[src/rsfb_pkg.sv]
`default_nettype none
// ----------------------------------------------------------------------------
// rsfb_pkg
// Shared constants, types and pixel format helpers of the rolling scanline
// frame buffer.
// ----------------------------------------------------------------------------
package rsfb_pkg;

    localparam int LINE_WIDTH    = 256;
    localparam int FRAME_HEIGHT  = 240;
    localparam int VISIBLE_LINES = 240;
    localparam int TOTAL_LINES   = 262;
    localparam int LINE_PERIOD   = 320;
    localparam int NUM_BANKS     = 8;

    localparam int BEAM_W      = 9;
    localparam int PEND_W      = 4;
    localparam int XW          = $clog2(LINE_WIDTH);
    localparam int SLOT_W      = $clog2(NUM_BANKS * 2);
    localparam int NSLOT       = 1 << SLOT_W;
    localparam int YW          = $clog2(FRAME_HEIGHT);
    localparam int FILL_W      = $clog2(FRAME_HEIGHT + 1);
    localparam int SA_W        = SLOT_W + XW;
    localparam int FA_W        = YW + XW;
    localparam int STORE_DEPTH = 1 << SA_W;
    localparam int FRAME_DEPTH = FRAME_HEIGHT << XW;

    localparam logic [2:0] OP_TICK  = 3'd0;
    localparam logic [2:0] OP_WR16  = 3'd1;
    localparam logic [2:0] OP_WR32  = 3'd2;
    localparam logic [2:0] OP_LREAD = 3'd3;
    localparam logic [2:0] OP_FREAD = 3'd4;

    localparam logic REG_MODE  = 1'b0;
    localparam logic REG_BLOCK = 1'b1;

    typedef enum logic [2:0] {
        CMD_NOP,
        CMD_TICK,
        CMD_WRITE,
        CMD_LREAD,
        CMD_FREAD
    } cmd_t;

    typedef struct packed {
        cmd_t              cmd;
        logic [XW-1:0]     x;
        logic [BEAM_W-1:0] y;
        logic [31:0]       data;
    } item_t;

    typedef struct packed {
        logic mode;
        logic block_clear;
    } cfg_t;

    // BGR555A1 -> RGBA8888
    function automatic logic [31:0] expand16(input logic [15:0] c);
        return {c[5:1], c[5:3], c[10:6], c[10:8], c[15:11], c[15:13], {8{c[0]}}};
    endfunction

    // RGBA8888 -> BGR555A1, alpha set when A > 127
    function automatic logic [15:0] reduce32(input logic [31:0] c);
        return {c[15:11], c[23:19], c[31:27], c[7]};
    endfunction

endpackage
`default_nettype wire

[src/rsfb_front.sv]
`default_nettype none
// ----------------------------------------------------------------------------
// rsfb_front
// Input side: range checks, command classification and pixel conversion to
// the current render mode.
// ----------------------------------------------------------------------------
module rsfb_front import rsfb_pkg::*; (
    input  wire logic        item_valid,
    output logic             item_ready,
    input  wire logic [2:0]  operation,
    input  wire logic [9:0]  pos_x,
    input  wire logic [9:0]  pos_y,
    input  wire logic [31:0] color,
    input  wire cfg_t        cfg,
    input  wire logic        q_full,
    output logic             push,
    output item_t            item
);

    logic x_ok;
    logic y_ok;
    logic pos_ok;
    logic is16;

    assign x_ok   = !pos_x[9] && ({1'b0, pos_x[8:0]} < 10'(LINE_WIDTH));
    assign y_ok   = !pos_y[9] && ({1'b0, pos_y[8:0]} < 10'(FRAME_HEIGHT));
    assign pos_ok = x_ok && y_ok;
    assign is16   = (operation == OP_WR16);

    assign item_ready = !q_full;
    assign push       = item_valid && !q_full;

    always_comb
    begin
        item.x = pos_x[XW-1:0];
        item.y = pos_y[8:0];
        if (cfg.mode)
        begin
            item.data = is16 ? expand16(color[15:0]) : color;
        end
        else
        begin
            item.data = is16 ? {16'b0, color[15:0]} : {16'b0, reduce32(color)};
        end
        case (operation)
            OP_TICK:  item.cmd = CMD_TICK;
            OP_LREAD: item.cmd = pos_ok ? CMD_LREAD : CMD_NOP;
            OP_FREAD: item.cmd = pos_ok ? CMD_FREAD : CMD_NOP;
            default:
            begin
                if (operation inside {OP_WR16, OP_WR32})
                begin
                    item.cmd = pos_ok ? CMD_WRITE : CMD_NOP;
                end
                else
                begin
                    item.cmd = CMD_NOP;
                end
            end
        endcase
    end

endmodule
`default_nettype wire

[config.mk]
export PLATFORM = sky130hd
export DESIGN_NAME = rsfb_front
export DESIGN_NICKNAME = d
export VERILOG_FILES = /design/src/rsfb_pkg.sv /design/src/rsfb_front.sv
export SDC_FILE = /design/constraint.sdc
export NUM_CORES = 1
export LEC_CHECK = 0
export BUFFER_PORTS_ARGS = -buffer_cell sky130_fd_sc_hd__clkbuf_2
export CAP_MARGIN = 20
export CORE_MARGIN = 2
export CORE_UTILIZATION = 31
export DETAILED_ROUTE_END_ITERATION = 7
export PLACE_DENSITY_LB_ADDON = 0.15
export SLEW_MARGIN = 15
export SYNTH_ARGS = -nofsm -noshare
export SYNTH_HDL_FRONTEND = slang
export SYNTH_SLANG_ARGS = --single-unit
[constraint.sdc]
create_clock -name vclk -period 1.2
set_input_delay 0.12 -clock vclk [all_inputs]
set_output_delay 0.12 -clock vclk [all_outputs]
set_load 0.03 [all_outputs]
# Word-level counts from Yosys, hierarchy flattened
# Cells that the tools add are included.
# W data, S select, Z words.
# totals
reg_bits	0
input_bits	59
out_inout_bits	54
wordCells	23
# classes
n_lt_le_gt_ge	2
eq_ne	4
muxes	8
n_reduce_logical	9
# op_table
op	count
$mux W32	2
$mux W11	1
$lt A9 B8 Y1 const B	1
$lt A9 B9 Y1 const B	1
$pmux W3 S3	1
$eq A3 B2 Y1 const B	2
$mux W2	3
$logic_and A1 B1 Y1	4
$eq A3 B1 Y1 const B	1
$eq A3 B3 Y1 const B	1
$logic_not A1 Y1	3
$logic_not A3 Y1	1
$mux W3	1
$reduce_bool A2 Y1	1

# Longest topological paths before layout
# logic_depth
ltp_word	6
mapped_depth	5
depth_no_buf	3

# Least setup slack after synthesis
# Ideal clock, no wire load.
# synth_timing
path_kind	input to output
start	input pos_x[9]
end	output item[50] in the netlist's numbering
t_arrival_ns	1.241
required_time_ns	1.080
setup_slack_ns	-0.161
path_stages	3
n_path_buf	0
path_cell_list	nor4_1 > nand2_1 > nor3_1
# synth_lines
item	line	rtl
start: declaration	rsfb_front.sv:11	input wire logic [9:0] pos_x,
end: declaration	rsfb_front.sv:17	output item_t item

==> results.md <==
- The full die area is 2830 sq um.
- The worst setup path is launched from a primary input.
- The multi-input combinational cells in the finished layout cover a total of 707 sq um.
- Relative to the synthesized area, the layout overhead comes to 88.8%.
- The number of endpoints with negative hold slack in the final report is 0.
- The clock buffer instance count of the final layout is 0.
- In the global route stage, met3 resource usage came out at 0.0113.
- The final critical-path required period is 1.39 ns.
- The filler cell count in the final layout is 200.
- The most frequent standard cell in the layout excluding fill and tap cells is sky130_fd_sc_hd__clkbuf_2.
- In this run the power spent charging and discharging nets is 0.000381 W.
- The proportion of power drawn by the clock network is 0.
- The area of all sequential standard cells is 0 sq um.
- The count of nets left with antenna violations after detail routing is 0.
- The worst setup path is captured at an output port.
- The fraction of met2 tracks used by global routing is 0.352.
- The power density normalized to cell area is 496 nW/um^2.
- Of the available clock period, the critical path in the final layout requires 1.16.
- The core box area is 2250 sq um.
- The most heavily used metal layer in global routing is met2.
- The hold buffer count at cts is 0.
- The met1 track demand over resource is 0.128.
- By area the synthesized netlist is led by sky130_fd_sc_hd__mux2i_1 36%, sky130_fd_sc_hd__buf_4 23%, sky130_fd_sc_hd__nor2b_1 14%.
- The max-slew violation count came to 0.
- The number of antenna violations at the first check in global routing is 0.
- After layout, the worst setup slack is -0.194 ns.
- The area of placed instances is 1190 sq um.
- The setup-violating endpoint count in the final report is 27.
- The yosys synthesis warning count is 0.
- Setup repair after global routing could not meet its margin everywhere.
- The run finished, with violations left.
- Of the synthesized area, sequential elements account for 0.
- The die height is 53.2 um.
- Of the total power, combinational logic draws 1.000.
- The number of placement rows is 17.
- After the last flow step, the layout net total stands at 226.
- The design has 0 sequential cells.
- The number of violations reported at the end of detailed-routing iteration 0 is 3.
- The synthesized netlist occupies a cell area of 751 sq um.
- The global-route total usage across every layer is 0.148.
- The detailed-route vias per instance is 4.73.
- The detailed placer's ending HPWL is 1840 um.
- The die width is 53.2 um.
- At the end of routability-driven placement, the weighted congestion stood at 0.640.
- The number of global-route vias before repair is 829.
- The internal power contribution is 0.000322 W.
- The number of cells produced by synthesis is 97.
- In the layout the commonest cells are 67 x sky130_fd_sc_hd__clkbuf_2, 12 x sky130_fd_sc_hd__mux2i_2, 10 x sky130_fd_sc_hd__mux2i_1.
- The remaining design rule violation count is 0.
- The fraction of synthesized cell area taken by the top area cell type is 0.360.
- The setup path with the least slack is of type primary input to output port.
- The checks that failed: setup timing.
- The final-layout worst hold slack is 0.240 ns.
- For this block, the routed nets add up to 2280 um of wire.
- Summed over all instances, the cell type with the most area after synthesis is sky130_fd_sc_hd__mux2i_1.
- For this block, the via count after detailed routing is 913.
- The most critical setup path has its startpoint at operation[2].
- The number of top-level pins is 113.
- The synthesized net count is 156.
- The proportion of layout cells with a drive suffix above 1 is 0.800.
- In this run the static leakage power is 0.682 nW.
- VDD sags by at most 0.339 mV.
- The fraction of power consumed by sequential logic is 0.
- The final design instance area without fill is 1420 sq um.
- Max-cap violations in this run came to 0.
- Headroom to the max-slew limit came out at 0.832.
- The worst hold path startpoint is pos_y[0].
- The sum of overflow across all layers after global routing is 0.
- Of all nets on the critical path, the largest fanout is 9.
- Entering global routing, the biggest net connects 15 pins.
- Timing would allow up to 717 MHz.
- The count of port buffers added during placement is 84.
- In the final routed layout, each cell accounts on average for 11.8 um.
- For the worst setup path, the data arrival time is 1.27 ns.
- The post-synthesis cell type count is 21.
- The first global-routing pass estimated 3220 um of wire.
- The repair_antennas step left the layout with diodes totalling 0.
- The type of the worst min-delay path is primary input to output port.
- The switching portion of total power is 0.542.
- The required time at the worst-slack endpoint is 1.08 ns.
- The number of optimization iterations in the first detailed-route pass is 4.
- The initial utilization of the core area, before any placement, comes to 0.333.
- At the pin with the least slew margin, the transition time is 0.244 ns.
- The average instance area after synthesis is 7.74 sq um.
==> stage by stage <==
step	util	power, W	setup TNS, ns	cells	setup WS, ns
floorplan	-	0.000499	-0.162	97	-0.0344
global placement	0.527	0.000587	-4.29	191	-0.288
detailed placement	0.527	0.000598	-4.58	191	-0.304
CTS	0.596	0.000670	-4.10	192	-0.211
global route	0.629	0.000744	-5.02	193	-0.256
finish	0.629	0.000703	-3.48	193	-0.194
==> logic make-up after synthesis <==
kind of cell	share of synthesized area
simple gates	0.258
buf+inv	0.303
compound gates	0.0583
mux	0.380
==> metal layers <==
layer	share of wire	up-vias
met5	0	-
met4	0.0022	0
met3	0.085	2
met2	0.60	46
met1	0.31	414
li1	-	451
==> worst paths after layout <==
path,end,slack (ns),cells after the start
worst min-delay path,item[32],0.24,0
worst max-delay path,item[1],-0.19,6
==> critical path, cell delays in order <==
cell and delay, ns:
sky130_fd_sc_hd__buf_8 0.10, sky130_fd_sc_hd__nor3b_4 0.25, sky130_fd_sc_hd__buf_4 0.23, sky130_fd_sc_hd__mux2i_2 0.28, sky130_fd_sc_hd__mux2i_2 0.10, sky130_fd_sc_hd__clkbuf_2 0.19
==> area by class of cell <==
type / count / share of cell area
multi-input combinational: 68 / 0.499
tap: 28 / 0.0247
inverter: 1 / 0.00265
timing repair buffer: 96 / 0.474
==> power by group through the flow <==
stage / clock (W) / combinational (W) / sequential, W
final: 0 / 0.000703 / 0
after global routing: 0 / 0.000744 / 0
after CTS: 0 / 0.000670 / 0
after detailed placement: 0 / 0.000598 / 0
after global placement: 0 / 0.000587 / 0
after floorplan: 0 / 0.000499 / 0
==> synthesized netlist by cell type <==
cell	count
sky130_fd_sc_hd__mux2i_1	27
sky130_fd_sc_hd__buf_4	23
sky130_fd_sc_hd__nor2b_1	17
sky130_fd_sc_hd__nor2_1	5
sky130_fd_sc_hd__o21ai_0	5
sky130_fd_sc_hd__nand2_1	3
sky130_fd_sc_hd__buf_6	2
sky130_fd_sc_hd__o22ai_1	2
sky130_fd_sc_hd__a31oi_1	1
sky130_fd_sc_hd__and2_1	1
sky130_fd_sc_hd__buf_12	1
sky130_fd_sc_hd__buf_2	1
sky130_fd_sc_hd__clkbuf_1	1
sky130_fd_sc_hd__inv_1	1
sky130_fd_sc_hd__mux2_4	1
sky130_fd_sc_hd__nand4_1	1
sky130_fd_sc_hd__nor2_4	1
sky130_fd_sc_hd__nor3_1	1
sky130_fd_sc_hd__nor3b_2	1
sky130_fd_sc_hd__nor4_1	1
sky130_fd_sc_hd__or4b_1	1
==> what timing repair did <==
| item | in CTS | in global routing |
|---|---|---|
| setup endpoints to repair | 27 | 30 |
| gates resized for setup | 36 | 23 |
| buffers inserted | 1 | 1 |
| pin swaps | 0 | 0 |
Power figures use the tool's default switching activity.
